[src/rtl/core/vad_pkg.sv]
// ----------------------------------------------------------------------------
// Voice activity detector package
// Shared widths, constants, register indexes, controller states and the
// command and status bundles that join the controller to the datapath.
// ----------------------------------------------------------------------------
package vad_pkg;

  localparam int SAMPLE_BITS   = 16;
  localparam int AMP_W         = 25;
  localparam int RATIO_W       = 16;
  localparam int QUIET_W       = 24;
  localparam int CFG_IDX_W     = 3;
  localparam int CFG_DATA_W    = 25;
  localparam int FRAC_SH       = 2 * (AMP_W - SAMPLE_BITS);
  localparam int SQ_W          = 2 * SAMPLE_BITS - 1;
  localparam int MAX_BLOCK_DEF = 1024;
  localparam int COEF_W        = 13;
  localparam int COEF_SH       = 16;
  localparam int RMS_SH        = 12;
  localparam int PROD_W        = AMP_W + RATIO_W;
  localparam int STEP_PROD_W   = AMP_W + COEF_W;
  localparam int STEP_W        = STEP_PROD_W - COEF_SH;
  localparam int RAD_W         = 2 * AMP_W;
  localparam int SQRT_CNT_W    = $clog2(AMP_W);

  localparam logic [AMP_W-1:0]   FLOOR_RESET = AMP_W'(1678);
  localparam logic [AMP_W-1:0]   FLOOR_MIN   = AMP_W'(168);
  localparam logic [COEF_W-1:0]  RISE_COEF   = COEF_W'(1311);
  localparam logic [COEF_W-1:0]  FALL_COEF   = COEF_W'(6554);
  localparam logic [QUIET_W-1:0] QUIET_MAX   = {QUIET_W{1'b1}};

  localparam logic [RATIO_W-1:0] ONSET_RATIO_RST   = RATIO_W'(12288);
  localparam logic [RATIO_W-1:0] RELEASE_RATIO_RST = RATIO_W'(6144);
  localparam logic [AMP_W-1:0]   MIN_ONSET_RST     = AMP_W'(167772);
  localparam logic [QUIET_W-1:0] MIN_GAP_RST       = QUIET_W'(12000);
  localparam logic [QUIET_W-1:0] INIT_QUIET_RST    = QUIET_W'(480000);

  localparam logic [CFG_IDX_W-1:0] REG_ONSET_RATIO   = 3'd0;
  localparam logic [CFG_IDX_W-1:0] REG_RELEASE_RATIO = 3'd1;
  localparam logic [CFG_IDX_W-1:0] REG_MIN_ONSET_RMS = 3'd2;
  localparam logic [CFG_IDX_W-1:0] REG_MIN_GAP       = 3'd3;
  localparam logic [CFG_IDX_W-1:0] REG_INIT_QUIET    = 3'd4;

  typedef enum logic [3:0] {
    ST_ACC,
    ST_DIV,
    ST_SQRT_LOAD,
    ST_SQRT,
    ST_MUL,
    ST_DECIDE,
    ST_STEP,
    ST_UPDATE,
    ST_EMIT
  } vad_state_t;

  typedef struct packed {
    logic acc;
    logic div_step;
    logic sqrt_load;
    logic sqrt_step;
    logic mul;
    logic decide;
    logic step_mul;
    logic update;
    logic emit;
  } vad_cmd_t;

  typedef struct packed {
    logic close;
    logic div_last;
    logic sqrt_last;
    logic out_busy;
  } vad_sts_t;

endpackage

[src/rtl/core/vad_in_if.sv]
// ----------------------------------------------------------------------------
// Voice activity detector sample channel
// Valid/ready channel carrying one audio sample and its last-of-block flag.
// ----------------------------------------------------------------------------
interface vad_in_if;
  logic                                valid;
  logic                                ready;
  logic signed [vad_pkg::SAMPLE_BITS-1:0] sample;
  logic                                last;

  modport source (output valid, output sample, output last, input ready);
  modport sink   (input valid, input sample, input last, output ready);
endinterface

[src/rtl/core/vad_out_if.sv]
// ----------------------------------------------------------------------------
// Voice activity detector result channel
// Valid/ready channel carrying one per-block result word.
// ----------------------------------------------------------------------------
interface vad_out_if;
  logic                      valid;
  logic                      ready;
  logic [vad_pkg::AMP_W-1:0] rms;
  logic [vad_pkg::AMP_W-1:0] noise_floor;
  logic                      voiced;
  logic                      word_onset;

  modport source (output valid, output rms, output noise_floor, output voiced,
                  output word_onset, input ready);
  modport sink   (input valid, input rms, input noise_floor, input voiced,
                  input word_onset, output ready);
endinterface

[src/rtl/core/vad_ctrl.sv]
// ----------------------------------------------------------------------------
// Voice activity detector controller
// Sequences sample accumulation, the block-end divide and square root, the
// threshold decision, the floor update and the result hand-off.
// ----------------------------------------------------------------------------
module vad_ctrl (
  input  logic              clk,
  input  logic              rst_n,
  input  logic              in_valid,
  output logic              in_ready,
  input  vad_pkg::vad_sts_t sts,
  output vad_pkg::vad_cmd_t cmd
);

  vad_pkg::vad_state_t state_r;
  vad_pkg::vad_state_t state_nxt;

  always_ff @(posedge clk) begin
    if (!rst_n) begin
      state_r <= vad_pkg::ST_ACC;
    end else begin
      state_r <= state_nxt;
    end
  end

  always_comb begin
    state_nxt = state_r;
    case (state_r)
      vad_pkg::ST_ACC: begin
        if (in_valid && sts.close) state_nxt = vad_pkg::ST_DIV;
      end
      vad_pkg::ST_DIV: begin
        if (sts.div_last) state_nxt = vad_pkg::ST_SQRT_LOAD;
      end
      vad_pkg::ST_SQRT_LOAD: state_nxt = vad_pkg::ST_SQRT;
      vad_pkg::ST_SQRT: begin
        if (sts.sqrt_last) state_nxt = vad_pkg::ST_MUL;
      end
      vad_pkg::ST_MUL:    state_nxt = vad_pkg::ST_DECIDE;
      vad_pkg::ST_DECIDE: state_nxt = vad_pkg::ST_STEP;
      vad_pkg::ST_STEP:   state_nxt = vad_pkg::ST_UPDATE;
      vad_pkg::ST_UPDATE: state_nxt = vad_pkg::ST_EMIT;
      vad_pkg::ST_EMIT: begin
        if (!sts.out_busy) state_nxt = vad_pkg::ST_ACC;
      end
      default: state_nxt = vad_pkg::ST_ACC;
    endcase
  end

  always_comb begin
    cmd      = '0;
    in_ready = 1'b0;
    case (state_r)
      vad_pkg::ST_ACC: begin
        in_ready = 1'b1;
        cmd.acc  = in_valid;
      end
      vad_pkg::ST_DIV:       cmd.div_step  = 1'b1;
      vad_pkg::ST_SQRT_LOAD: cmd.sqrt_load = 1'b1;
      vad_pkg::ST_SQRT:      cmd.sqrt_step = 1'b1;
      vad_pkg::ST_MUL:       cmd.mul       = 1'b1;
      vad_pkg::ST_DECIDE:    cmd.decide    = 1'b1;
      vad_pkg::ST_STEP:      cmd.step_mul  = 1'b1;
      vad_pkg::ST_UPDATE:    cmd.update    = 1'b1;
      vad_pkg::ST_EMIT:      cmd.emit      = !sts.out_busy;
      default: begin
        cmd      = '0;
        in_ready = 1'b0;
      end
    endcase
  end

endmodule

[src/rtl/core/vad_datapath.sv]
// ----------------------------------------------------------------------------
// Voice activity detector datapath
// Square accumulator, bit-serial divider, digit-serial square root,
// threshold products, noise floor tracker, configuration and result register.
// ----------------------------------------------------------------------------
module vad_datapath #(
  parameter int MAX_BLOCK = vad_pkg::MAX_BLOCK_DEF
) (
  input  logic                                   clk,
  input  logic                                   rst_n,
  input  logic signed [vad_pkg::SAMPLE_BITS-1:0] sample,
  input  logic                                   last,
  input  vad_pkg::vad_cmd_t                      cmd,
  output vad_pkg::vad_sts_t                      sts,
  input  logic                                   cfg_wr_en,
  input  logic [vad_pkg::CFG_IDX_W-1:0]          cfg_index,
  input  logic [vad_pkg::CFG_DATA_W-1:0]         cfg_wdata,
  output logic                                   out_valid,
  input  logic                                   out_ready,
  output logic [vad_pkg::AMP_W-1:0]              out_rms,
  output logic [vad_pkg::AMP_W-1:0]              out_noise_floor,
  output logic                                   out_voiced,
  output logic                                   out_word_onset
);

  localparam int CNT_W     = $clog2(MAX_BLOCK + 1);
  localparam int SUM_W     = vad_pkg::SQ_W - 1 + CNT_W;
  localparam int DVD_W     = SUM_W + vad_pkg::FRAC_SH;
  localparam int DIV_CNT_W = $clog2(DVD_W);
  localparam int AMP_W     = vad_pkg::AMP_W;
  localparam int QUIET_W   = vad_pkg::QUIET_W;
  localparam int SB        = vad_pkg::SAMPLE_BITS;

  // Configuration registers.
  logic [vad_pkg::RATIO_W-1:0] onset_ratio_r;
  logic [vad_pkg::RATIO_W-1:0] release_ratio_r;
  logic [AMP_W-1:0]            min_onset_r;
  logic [QUIET_W-1:0]          min_gap_r;

  // Block accumulator.
  logic [SUM_W-1:0] sum_r;
  logic [CNT_W-1:0] cnt_r;
  logic [SB-1:0]    mag;
  logic [2*SB-1:0]  sq;
  logic [SUM_W-1:0] sum_nxt;
  logic [CNT_W-1:0] cnt_nxt;

  // Divider.
  logic [DVD_W-1:0]     dq_r;
  logic [CNT_W-1:0]     rem_r;
  logic [CNT_W-1:0]     n_r;
  logic [DIV_CNT_W-1:0] div_cnt_r;
  logic [CNT_W:0]       div_t;
  logic                 div_ge;

  // Square root.
  logic [vad_pkg::RAD_W-1:0]      rad_r;
  logic [AMP_W+1:0]               srem_r;
  logic [AMP_W-1:0]               root_r;
  logic [vad_pkg::SQRT_CNT_W-1:0] sqrt_cnt_r;
  logic [AMP_W+1:0]               sq_t;
  logic [AMP_W+1:0]               sq_trial;
  logic                           sq_ge;

  // Decision and floor tracking.
  logic [vad_pkg::PROD_W-1:0]      prod_on_r;
  logic [vad_pkg::PROD_W-1:0]      prod_rel_r;
  logic [vad_pkg::PROD_W-1:0]      rms_scaled;
  logic [QUIET_W:0]                quiet_sum;
  logic [QUIET_W-1:0]              quiet_sat;
  logic                            start_voice;
  logic [AMP_W-1:0]                floor_r;
  logic                            voice_r;
  logic [QUIET_W-1:0]              quiet_r;
  logic                            onset_r;
  logic                            adapt_r;
  logic                            rise_r;
  logic [AMP_W-1:0]                diff_r;
  logic [vad_pkg::STEP_W-1:0]      step_r;
  logic [vad_pkg::STEP_PROD_W-1:0] step_prod;
  logic [AMP_W:0]                  floor_moved;
  logic [AMP_W-1:0]                floor_nxt;

  logic out_valid_r;

  // Sample magnitude and running sums.
  always_comb begin
    mag     = sample[SB-1] ? (~sample + 1'b1) : sample;
    sq      = mag * mag;
    sum_nxt = sum_r + SUM_W'(sq[vad_pkg::SQ_W-1:0]);
    cnt_nxt = cnt_r + 1'b1;
  end

  assign sts.close     = last || (cnt_nxt == CNT_W'(MAX_BLOCK));
  assign sts.div_last  = (div_cnt_r == DIV_CNT_W'(DVD_W - 1));
  assign sts.sqrt_last = (sqrt_cnt_r == vad_pkg::SQRT_CNT_W'(AMP_W - 1));
  assign sts.out_busy  = out_valid_r && !out_ready;

  always_ff @(posedge clk) begin
    if (!rst_n) begin
      sum_r <= '0;
      cnt_r <= '0;
    end else if (cmd.acc) begin
      if (sts.close) begin
        sum_r <= '0;
        cnt_r <= '0;
      end else begin
        sum_r <= sum_nxt;
        cnt_r <= cnt_nxt;
      end
    end
  end

  // Restoring divide of the scaled sum by the sample count, one bit a cycle.
  always_comb begin
    div_t  = {rem_r, dq_r[DVD_W-1]};
    div_ge = (div_t >= {1'b0, n_r});
  end

  always_ff @(posedge clk) begin
    if (cmd.acc && sts.close) begin
      dq_r      <= {sum_nxt, {vad_pkg::FRAC_SH{1'b0}}};
      rem_r     <= '0;
      n_r       <= cnt_nxt;
      div_cnt_r <= '0;
    end else if (cmd.div_step) begin
      rem_r     <= div_ge ? CNT_W'(div_t - {1'b0, n_r}) : div_t[CNT_W-1:0];
      dq_r      <= {dq_r[DVD_W-2:0], div_ge};
      div_cnt_r <= div_cnt_r + 1'b1;
    end
  end

  // Digit-by-digit square root, one root bit a cycle.
  always_comb begin
    sq_t     = {srem_r[AMP_W-1:0], rad_r[vad_pkg::RAD_W-1 -: 2]};
    sq_trial = {root_r, 2'b01};
    sq_ge    = (sq_t >= sq_trial);
  end

  always_ff @(posedge clk) begin
    if (cmd.sqrt_load) begin
      rad_r      <= vad_pkg::RAD_W'(dq_r[2*AMP_W-2:0]);
      srem_r     <= '0;
      root_r     <= '0;
      sqrt_cnt_r <= '0;
    end else if (cmd.sqrt_step) begin
      rad_r      <= {rad_r[vad_pkg::RAD_W-3:0], 2'b00};
      srem_r     <= sq_ge ? (sq_t - sq_trial) : sq_t;
      root_r     <= {root_r[AMP_W-2:0], sq_ge};
      sqrt_cnt_r <= sqrt_cnt_r + 1'b1;
    end
  end

  // Threshold products and the voice decision.
  always_comb begin
    rms_scaled  = vad_pkg::PROD_W'({root_r, {vad_pkg::RMS_SH{1'b0}}});
    quiet_sum   = {1'b0, quiet_r} + (QUIET_W + 1)'(n_r);
    quiet_sat   = quiet_sum[QUIET_W] ? vad_pkg::QUIET_MAX : quiet_sum[QUIET_W-1:0];
    start_voice = (root_r >= min_onset_r) && (rms_scaled >= prod_on_r);
  end

  always_ff @(posedge clk) begin
    if (cmd.mul) begin
      prod_on_r  <= floor_r * onset_ratio_r;
      prod_rel_r <= floor_r * release_ratio_r;
    end
    if (cmd.decide) begin
      rise_r <= (root_r > floor_r);
      diff_r <= (root_r > floor_r) ? (root_r - floor_r) : (floor_r - root_r);
    end
    if (cmd.step_mul) begin
      step_r <= step_prod[vad_pkg::STEP_PROD_W-1:vad_pkg::COEF_SH];
    end
  end

  always_ff @(posedge clk) begin
    if (!rst_n) begin
      voice_r <= 1'b0;
      quiet_r <= vad_pkg::INIT_QUIET_RST;
      onset_r <= 1'b0;
      adapt_r <= 1'b0;
    end else if (cfg_wr_en && (cfg_index == vad_pkg::REG_INIT_QUIET)) begin
      quiet_r <= cfg_wdata[QUIET_W-1:0];
    end else if (cmd.decide) begin
      onset_r <= 1'b0;
      adapt_r <= 1'b0;
      if (!voice_r) begin
        quiet_r <= quiet_sat;
        if (start_voice) begin
          voice_r <= 1'b1;
          onset_r <= (quiet_sat >= min_gap_r);
        end else begin
          adapt_r <= 1'b1;
        end
      end else if (rms_scaled < prod_rel_r) begin
        voice_r <= 1'b0;
        quiet_r <= '0;
      end
    end
  end

  // Floor moves a fixed fraction of the gap, slower upward than downward.
  always_comb begin
    step_prod   = diff_r * (rise_r ? vad_pkg::RISE_COEF : vad_pkg::FALL_COEF);
    floor_moved = rise_r ? ({1'b0, floor_r} + (AMP_W + 1)'(step_r))
                         : ({1'b0, floor_r} - (AMP_W + 1)'(step_r));
    floor_nxt   = (floor_moved[AMP_W-1:0] < vad_pkg::FLOOR_MIN) ? vad_pkg::FLOOR_MIN
                                                                : floor_moved[AMP_W-1:0];
  end

  always_ff @(posedge clk) begin
    if (!rst_n) begin
      floor_r <= vad_pkg::FLOOR_RESET;
    end else if (cmd.update && adapt_r) begin
      floor_r <= floor_nxt;
    end
  end

  // Configuration writes; unknown indexes are dropped.
  always_ff @(posedge clk) begin
    if (!rst_n) begin
      onset_ratio_r   <= vad_pkg::ONSET_RATIO_RST;
      release_ratio_r <= vad_pkg::RELEASE_RATIO_RST;
      min_onset_r     <= vad_pkg::MIN_ONSET_RST;
      min_gap_r       <= vad_pkg::MIN_GAP_RST;
    end else if (cfg_wr_en) begin
      case (cfg_index)
        vad_pkg::REG_ONSET_RATIO:   onset_ratio_r   <= cfg_wdata[vad_pkg::RATIO_W-1:0];
        vad_pkg::REG_RELEASE_RATIO: release_ratio_r <= cfg_wdata[vad_pkg::RATIO_W-1:0];
        vad_pkg::REG_MIN_ONSET_RMS: min_onset_r     <= cfg_wdata[AMP_W-1:0];
        vad_pkg::REG_MIN_GAP:       min_gap_r       <= cfg_wdata[QUIET_W-1:0];
        vad_pkg::REG_INIT_QUIET: begin
          // This value only reloads the quiet count, next to the voice state.
        end
        default: begin
        end
      endcase
    end
  end

  // Result register.
  always_ff @(posedge clk) begin
    if (!rst_n) begin
      out_valid_r <= 1'b0;
    end else if (cmd.emit) begin
      out_valid_r <= 1'b1;
    end else if (out_ready) begin
      out_valid_r <= 1'b0;
    end
  end

  always_ff @(posedge clk) begin
    if (cmd.emit) begin
      out_rms         <= root_r;
      out_noise_floor <= floor_r;
      out_voiced      <= voice_r;
      out_word_onset  <= onset_r;
    end
  end

  assign out_valid = out_valid_r;

endmodule

[src/rtl/core/voice_activity_detector_top.sv]
// ----------------------------------------------------------------------------
// Voice activity detector top level
// Energy-based voice detection over blocks of audio samples.
// ----------------------------------------------------------------------------
// Usage:
// Samples enter on in_ch, one word per accepted handshake, each carrying a
// signed sample and a last flag. A block ends on a word with last set, or by
// itself at MAX_BLOCK samples. Every closed block yields one result word on
// out_ch: block RMS, noise floor after the block, voice state and word onset.
// Non-closing samples are taken one per cycle. The closing sample starts the
// block-end sequence: a one-bit-a-cycle divide of the scaled square sum by the
// sample count, a load of the square root, the root digits, then threshold
// products, decision, floor step and hand-off before the result word shows on
// out_ch. in_ch.ready is low for that span. The result sits in an output
// register; if the receiver stalls, sampling of the next block goes on and
// only the next hand-off waits for the register. Configuration is a
// write-only port (cfg_wr_en, cfg_index, cfg_wdata); the user is to write it
// only while idle, which the block itself does not enforce. Writing the
// initial quiet register also reloads the quiet count.
// A synchronous low rst_n restores register defaults, empties the block and
// the output register, clears the voice state and resets the noise floor.
// ----------------------------------------------------------------------------
module voice_activity_detector_top #(
  parameter int MAX_BLOCK = vad_pkg::MAX_BLOCK_DEF
) (
  input  logic                           clk,
  input  logic                           rst_n,
  vad_in_if.sink                         in_ch,
  vad_out_if.source                      out_ch,
  input  logic                           cfg_wr_en,
  input  logic [vad_pkg::CFG_IDX_W-1:0]  cfg_index,
  input  logic [vad_pkg::CFG_DATA_W-1:0] cfg_wdata
);

  vad_pkg::vad_cmd_t cmd;
  vad_pkg::vad_sts_t sts;

  // The controller owns sequencing and the input handshake.
  vad_ctrl u_ctrl (
    .clk      (clk),
    .rst_n    (rst_n),
    .in_valid (in_ch.valid),
    .in_ready (in_ch.ready),
    .sts      (sts),
    .cmd      (cmd)
  );

  // The datapath holds all arithmetic, state and the result register.
  vad_datapath #(
    .MAX_BLOCK (MAX_BLOCK)
  ) u_datapath (
    .clk             (clk),
    .rst_n           (rst_n),
    .sample          (in_ch.sample),
    .last            (in_ch.last),
    .cmd             (cmd),
    .sts             (sts),
    .cfg_wr_en       (cfg_wr_en),
    .cfg_index       (cfg_index),
    .cfg_wdata       (cfg_wdata),
    .out_valid       (out_ch.valid),
    .out_ready       (out_ch.ready),
    .out_rms         (out_ch.rms),
    .out_noise_floor (out_ch.noise_floor),
    .out_voiced      (out_ch.voiced),
    .out_word_onset  (out_ch.word_onset)
  );

endmodule
[src/flat_wrapper.sv]
// flat-port wrapper written by rule: the top's interface ports become plain ports
module voice_activity_detector_top_flat 
#(
  parameter int MAX_BLOCK = vad_pkg::MAX_BLOCK_DEF
)
  (clk, rst_n, cfg_wr_en, cfg_index, cfg_wdata, in_ch_valid, in_ch_sample, in_ch_last, in_ch_ready, out_ch_valid, out_ch_rms, out_ch_noise_floor, out_ch_voiced, out_ch_word_onset, out_ch_ready);
  vad_in_if in_ch_i ();
  vad_out_if out_ch_i ();
  input  logic clk;
  input  logic rst_n;
  input  logic cfg_wr_en;
  input  logic [vad_pkg::CFG_IDX_W-1:0] cfg_index;
  input  logic [vad_pkg::CFG_DATA_W-1:0] cfg_wdata;
  input wire logic [$bits(in_ch_i.valid)-1:0] in_ch_valid;
  input wire logic [$bits(in_ch_i.sample)-1:0] in_ch_sample;
  input wire logic [$bits(in_ch_i.last)-1:0] in_ch_last;
  output wire logic [$bits(in_ch_i.ready)-1:0] in_ch_ready;
  output wire logic [$bits(out_ch_i.valid)-1:0] out_ch_valid;
  output wire logic [$bits(out_ch_i.rms)-1:0] out_ch_rms;
  output wire logic [$bits(out_ch_i.noise_floor)-1:0] out_ch_noise_floor;
  output wire logic [$bits(out_ch_i.voiced)-1:0] out_ch_voiced;
  output wire logic [$bits(out_ch_i.word_onset)-1:0] out_ch_word_onset;
  input wire logic [$bits(out_ch_i.ready)-1:0] out_ch_ready;
  assign in_ch_i.valid = in_ch_valid;
  assign in_ch_i.sample = in_ch_sample;
  assign in_ch_i.last = in_ch_last;
  assign in_ch_ready = in_ch_i.ready;
  assign out_ch_valid = out_ch_i.valid;
  assign out_ch_rms = out_ch_i.rms;
  assign out_ch_noise_floor = out_ch_i.noise_floor;
  assign out_ch_voiced = out_ch_i.voiced;
  assign out_ch_word_onset = out_ch_i.word_onset;
  assign out_ch_i.ready = out_ch_ready;
  voice_activity_detector_top #(.MAX_BLOCK(MAX_BLOCK)) u_core (.clk(clk), .rst_n(rst_n), .in_ch(in_ch_i), .out_ch(out_ch_i), .cfg_wr_en(cfg_wr_en), .cfg_index(cfg_index), .cfg_wdata(cfg_wdata));
endmodule
[config.mk]
export PLATFORM = sky130hd
export DESIGN_NAME = voice_activity_detector_top_flat
export DESIGN_NICKNAME = d
export VERILOG_FILES = /design/src/rtl/core/vad_pkg.sv /design/src/rtl/core/vad_in_if.sv /design/src/rtl/core/vad_out_if.sv /design/src/rtl/core/vad_ctrl.sv /design/src/rtl/core/vad_datapath.sv /design/src/rtl/core/voice_activity_detector_top.sv /design/src/flat_wrapper.sv
export SDC_FILE = /design/constraint.sdc
export NUM_CORES = 2
export LEC_CHECK = 0
export BUFFER_PORTS_ARGS = -buffer_cell sky130_fd_sc_hd__buf_2
export CORE_ASPECT_RATIO = 0.6
export CORE_MARGIN = 1.5
export CORE_UTILIZATION = 66
export CTS_CLUSTER_SIZE = 20
export DETAILED_ROUTE_END_ITERATION = 8
export PLACE_DENSITY = 0.83
export SLEW_MARGIN = 20
export SYNTH_ARGS = -nofsm -noshare
export SYNTH_HDL_FRONTEND = slang
export SYNTH_SLANG_ARGS = --single-unit
[constraint.sdc]
create_clock -name clk -period 14.9 [get_ports clk]
set_clock_uncertainty 0.05 [all_clocks]
set_input_delay 2.235 -clock clk [delete_from_list [all_inputs] [get_ports clk]]
set_output_delay 2.235 -clock clk [all_outputs]
set_load 0.03 [all_outputs]
# Word level (Yosys, flattened, before mapping)
# Index checks and enable logic that the tools add are counted.
# Widths: inputs -> output; s select.
[classes]
add_sub_neg = 12
multipliers = 4
order_cmp = 8
n_eq_ne = 20
n_mux = 42
bitwise_logic = 2
reduce_logical = 22
[ops]
columns = ["cell", "n"]
rows = [
  ["$mux 24", 5],
  ["$mux 59", 2],
  ["$mux 25", 4],
  ["$mux 49", 2],
  ["$mul 25x16->41", 2],
  ["$sub 25x25->25", 3],
  ["$add 41x31->41", 1],
  ["$ge 37x41->1", 1],
  ["$lt 37x41->1", 1],
  ["$mux 41", 1],
  ["$mul 25x13->38", 1],
  ["$pmux 4 s9", 1],
  ["$mul 16x16->31", 1],
  ["$ge 27x27->1", 1],
  ["$add 24x11->25", 1],
  ["$add 25x22->25", 1],
  ["$ge 25x25->1", 1],
  ["$gt 25x25->1", 1],
  ["$lt 25x8->1 const B", 1],
  ["$sub 25x22->25", 1],
  ["$ge 24x24->1", 1],
  ["$mux 11", 2],
  ["$mux 1", 19],
  ["$add 16x1->16 const B", 1],
  ["other kinds (31)", 55],
]
[totals]
regBits = 564
in_bits = 50
out_inout_bits = 54

# Logic depth before layout (Yosys ltp)
[depth]
ltp_word = 6
ltp_mapped = 45
mapped_depth_nobuf = 43

# Hierarchy
# From an unflattened synthesis, not the netlist that was laid out.
[hier_totals]
hier_cells = 7743
hier_area_um2 = 70647.8
[modules_own_cells]
columns = ["mod", "instances", "cells_per_inst", "area_each_um2", "seq_area_each_um2"]
rows = [
  ["vad_datapath", 1, 7702, 70298.7, 14043.5],
  ["vad_ctrl", 1, 41, 349.1, 80.1],
]

# Worst setup path before layout
# No wires, ideal clock.
[synth_path]
path_kind = "input -> register"
from = "input port in_ch_sample[0]"
to = "register u_core.u_datapath.dq_r[52], data pin"
t_arrival_ps = 11521
setup_slack_ps = 3062
path_stages = 39
n_path_buf = 2
path_cell_list = "inv_1 > clkbuf_1 > ha_1 > nand2_1 > or3_1 > or3_1 > o31a_1 > xnor2_1 > clkinv_1 > nand2_1 > inv_1 > fa_1 > inv_1 > fa_1 > inv_1 > fa_1 > fa_1 > fa_1 > (+3 left out) > ha_1 > a21o_1 > a21oi_1 > nor3b_1 > a211oi_1 > o31ai_1 > o21ai_0 > a21o_1 > xor2_1 > ha_1 > and3_1 > and3_1 > a22o_1 > a211oi_1 > clkbuf_1 > nor2_1 > xnor2_1 > o21ai_0"
[synth_between]
elab_chain_len = 6
[synth_rtl]
columns = ["element", "line_no", "rtl"]
rows = [
  ["from (decl)", "flat_wrapper.sv:15", "input wire logic [$bits(in_ch_i.sample)-1:0] in_ch_sample;"],
  ["$not 16->16", "vad_datapath.sv:88", "mag = sample[SB-1] ? (~sample + 1'b1) : sample;"],
  ["$add 16x1->16", "vad_datapath.sv:88", ""],
  ["$mux 16 (*)", "vad_datapath.sv:88", ""],
  ["$mul 16x16->31 (*)", "vad_datapath.sv:89", "sq = mag * mag;"],
  ["$add 41x31->41 (*)", "vad_datapath.sv:90", "sum_nxt = sum_r + SUM_W'(sq[vad_pkg::SQ_W-1:0]);"],
  ["$mux 59 (*)", "vad_datapath.sv:121", "if (cmd.acc && sts.close) begin"],
  ["to (signal assigned)", "vad_datapath.sv:122", "dq_r <= {sum_nxt, {vad_pkg::FRAC_SH{1'b0}}};"],
  ["to (signal assigned)", "vad_datapath.sv:128", "dq_r <= {dq_r[DVD_W-2:0], div_ge};"],
  ["to (decl)", "vad_datapath.sv:49", "logic [DVD_W-1:0] dq_r;"],
]
# Mark *: on every way between the ends. The rest lies on a longest branch, timed or not.
# A chain may end at the register's enable or synchronous reset.

# Worst setup path in the final report
[layout_path]
from = "input port in_ch_sample[0]"
to = "register u_core.u_datapath.dq_r[53], data pin"
# Same word-level chain as after synthesis.

==> flow_summary.yaml <==
cts:
  cts-buffers-inserted: 54
  cts_root_buf: "clkbuf_16"
  clk_pin_slew_worst_paths_ns: 0.07
  clock-sinks: 564
  cts_resized: 0
  cts_tree: "yes"
  insertion_delay_ns: 0.69
  cts_setup_buffers: 0
  cts_hold_buf: 0
  htreeDepth: 2
  ctsLongestPathBuffers: 3
synth:
  netlist-cell-type-count: 80
  yosysSeqAreaShare_pct: 20.2
  yosys-top-cells-area: "fa_1, ha_1, edfxtp_1, dfxtp_1, inv_1"
  syn_area_per_cell_um2: 9.22
  synth_edf_count: 283
  netlist.area_leader.share_pct: 28.2
  synthArstFlopShare_pct: 0
  synth_area_leader_cell: "fa_1"
  ys.flop_type: "edfxtp_1"
  synth-seq-cells: 564
  syn_inst: 7587
  ys_warn_count: 0
  synth_area_um2: 70000
sta:
  rsz0062_at_grt: "false"
  finalHoldViolations: 0
  fmax_mhz: 78.3
  tns_ns: 0
  relSlewSlack_pct: 12.3
  maxSlewViolCount: 0
  finalSetupViolations: 0
  tightest_slew_ns: 1.31
  fin_crit_sh_pct: 85.7
  min_period_ns: 12.76
worst_setup_path:
  critPathRequiredTime_ns: 15.24
  cpMostUsedCell: "fa_1"
  slowest_delay_ns: 0.64
  criticalPathCategory: "input pin to flip-flop"
  cp_max_fo: 17
  crit_slowest_cell: "o31ai_1"
  endpoint_kind: "flip-flop"
  cp.arrival_ns: 13.11
  cp-start-kind: "input pin"
global_route:
  grt_pass1_wl_um: 304000
  grt_pass1_vias: 54500
  grt_overflow: 0
  grt_max_degree: 88
  antenna_found_initial: 6
  grt_use_total_pct: 35.9
power:
  leakage_nw: 33.8
  p_per_area_nw_per_um2: 186
  ir_worst_vdd_mv: 0.651
route:
  wl_per_cell_um: 21.2
  num_vias: 54700
  first_pass_iters: 7
  via_per_inst: 6.08
  drc: 0
  ant_nets: 0
  finalWirelength_um: 190000
  first_iter_violations: 6163
place:
  gp_congestion: 0.986
  io_buffers: 103
  dpl.hpwl_um: 145000
  place_inst: 8888
  place_area_um2: 71900
final_layout:
  num-fill-cells: 7713
  fin_cells: 8993
  final_cell_area_um2: 73800
  final_layout_size_suffix_gt1_share_pct: 5.24
  nNetsFinal: 9276
  syn_to_final_growth_pct: 5.55
floorplan:
  io_pins: 104
  core_area_um2: 105000
  start_util_pct: 66.6
  fp.dieH_um: 255
  die-area_um2: 108000
  die_width_um: 423
  rows: 92
worst_hold_path:
  hold_path_class: "flip-flop to flip-flop"
run:
  cap_violations: 0
status:
  outcome: "finished clean"
-- worst max-delay path, delay by kind of cell --
kind	cells	cell delay, ns
AOI/OAI and AO/OA	9	2.94
and+or+nand+nor	8	1.83
xor gates and xnor gates	3	0.93
buffers and inverters	6	1.21
adders and majority gates	9	3.92
-- sequential cells by signal (all words and copies together), names as in the netlist, 24 cells and up --
name,cells
u_core.u_datapath.rad_r,50
u_core.u_datapath.diff_r,25
u_core.u_datapath.min_onset_r,25
u_core.u_datapath.sum_r,41
u_core.u_datapath.prod_rel_r,41
u_core.u_datapath.out_rms,25
u_core.u_datapath.srem_r,25
u_core.u_datapath.root_r,25
u_core.u_datapath.floor_r,25
u_core.u_datapath.quiet_r,24
u_core.u_datapath.dq_r,59
u_core.u_datapath.min_gap_r,24
u_core.u_datapath.out_noise_floor,25
u_core.u_datapath.prod_on_r,41
-- layer usage --
| metal | global-route usage [%] | wire length, um | up-vias |
|---|---|---|---|
| met5 | 0.482 | 112 | - |
| met2 | 50.8 | 77600 | 3132 |
| li1 | - | - | 24300 |
| met4 | 10.2 | 6530 | 8 |
| met1 | 53.7 | 81300 | 26800 |
| met3 | 10.0 | 24900 | 444 |
-- worst paths after layout --
path / startpoint / cells after the start / slack (ns) / endpoint
setup / recovery: in_ch_sample[0] / 35 / 2.14 / u_core.u_datapath.dq_r[53]
hold / removal: u_core.u_datapath.onset_r / 0 / 0.39 / u_core.u_datapath.out_word_onset
setup reg to reg: u_core.u_datapath.floor_r[5] / 25 / 6.38 / u_core.u_datapath.prod_on_r[40]
hold reg to reg: u_core.u_datapath.onset_r / 0 / 0.39 / u_core.u_datapath.out_word_onset
-- report_power, final --
part	switching (mW)	total, mW	internal (mW)
combinational	5.98	9.91	3.93
sequential	0.295	2.27	1.97
clock	0.702	1.56	0.860
total	6.97	13.7	6.76
-- cell usage after synthesis, types with 7 or more instances --
cell type  count
nor3_1        58
fa_1         985
buf_1         10
a21oi_1      308
and3_1        36
a2111oi_0      9
ha_1         707
a31o_2         8
mux2_2        54
o31ai_1       16
a211oi_1      27
nand4_1       53
or2_2         14
xor2_1       119
a21o_1       133
o2111ai_1      7
o21a_1        43
nor2_1       244
nand2_1     1047
dfxtp_1      281
and2_1       336
nand2b_1      34
nor3b_1        8
o21bai_1      42
a221oi_1      15
a21boi_0      94
o31a_1         8
nor2b_1       98
edfxtp_1     283
a31oi_1       44
inv_1       1341
a221o_1        7
a22o_1        43
mux2i_1       26
xnor2_1      184
nand3_1       85
clkbuf_1     302
or3_1         27
nor4_1        17
a22oi_1       27
a211o_1        7
o211ai_1      35
o21ai_0      249
o22ai_1       19
-- stage by stage --
step	util, %	total power [mW]	setup slack [ns]	hold WS [ns]
6_report	70.3	13.7	2.14	0.393
5_1_grt	70.3	14.9	1.55	0.399
4_1_cts	70.3	13.5	2.42	0.394
3_5_place_dp	68.4	11.9	1.75	0.390
3_3_place_gp	68.4	11.6	2.00	0.374
2_1_floorplan	-	9.60	3.06	0.358
-- cell usage in the layout (no fill, tap or decap), drive strengths merged, types with 28 or more instances in the layout --
cell type / synthesis / routed
o21a: 43 / 43
a21boi: 94 / 94
inv: 1341 / 1346
a21o: 133 / 133
a22o: 43 / 43
o211ai: 35 / 35
nand2: 1047 / 1047
xor2: 119 / 119
and3: 36 / 36
nand4: 53 / 53
buf: 14 / 197
dfxtp: 281 / 281
mux2: 54 / 54
a31oi: 44 / 44
fa: 985 / 985
nor3: 59 / 59
nand2b: 34 / 34
xnor2: 184 / 184
nor2b: 98 / 98
nand3: 85 / 85
o21bai: 42 / 42
o21ai: 251 / 251
clkbuf: 302 / 72
ha: 707 / 707
and2: 336 / 336
a211oi: 28 / 28
edfxtp: 283 / 283
nor2: 244 / 244
a21oi: 309 / 309
-- logic make-up after synthesis --
group | Yosys count | share of synthesized area (%)
AO/OA/AOI/OAI | 1200 | 11.1
XOR/XNOR | 303 | 3.79
adder cells (fa/ha/maj) | 1692 | 40.8
buffers and inverters | 1661 | 8.92
flip-flops | 564 | 20.2
multiplexers | 80 | 1.24
other | 2 | 0.0107
AND/OR/NAND/NOR | 2085 | 13.9
-- final cells by class --
cell class / instances / area [um2] / area share, %
sequential: 564 / 14100 / 19.1
tap: 1410 / 1760 / 2.39
clock inverter: 30 / 380 / 0.515
antenna: 3 / 7.51 / 0.0102
timing repair buffer: 197 / 1220 / 1.66
clock buffer: 72 / 1610 / 2.18
inverter: 1345 / 5050 / 6.84
multi-input combinational: 5372 / 49700 / 67.3
Power figures use the tool's default switching activity.
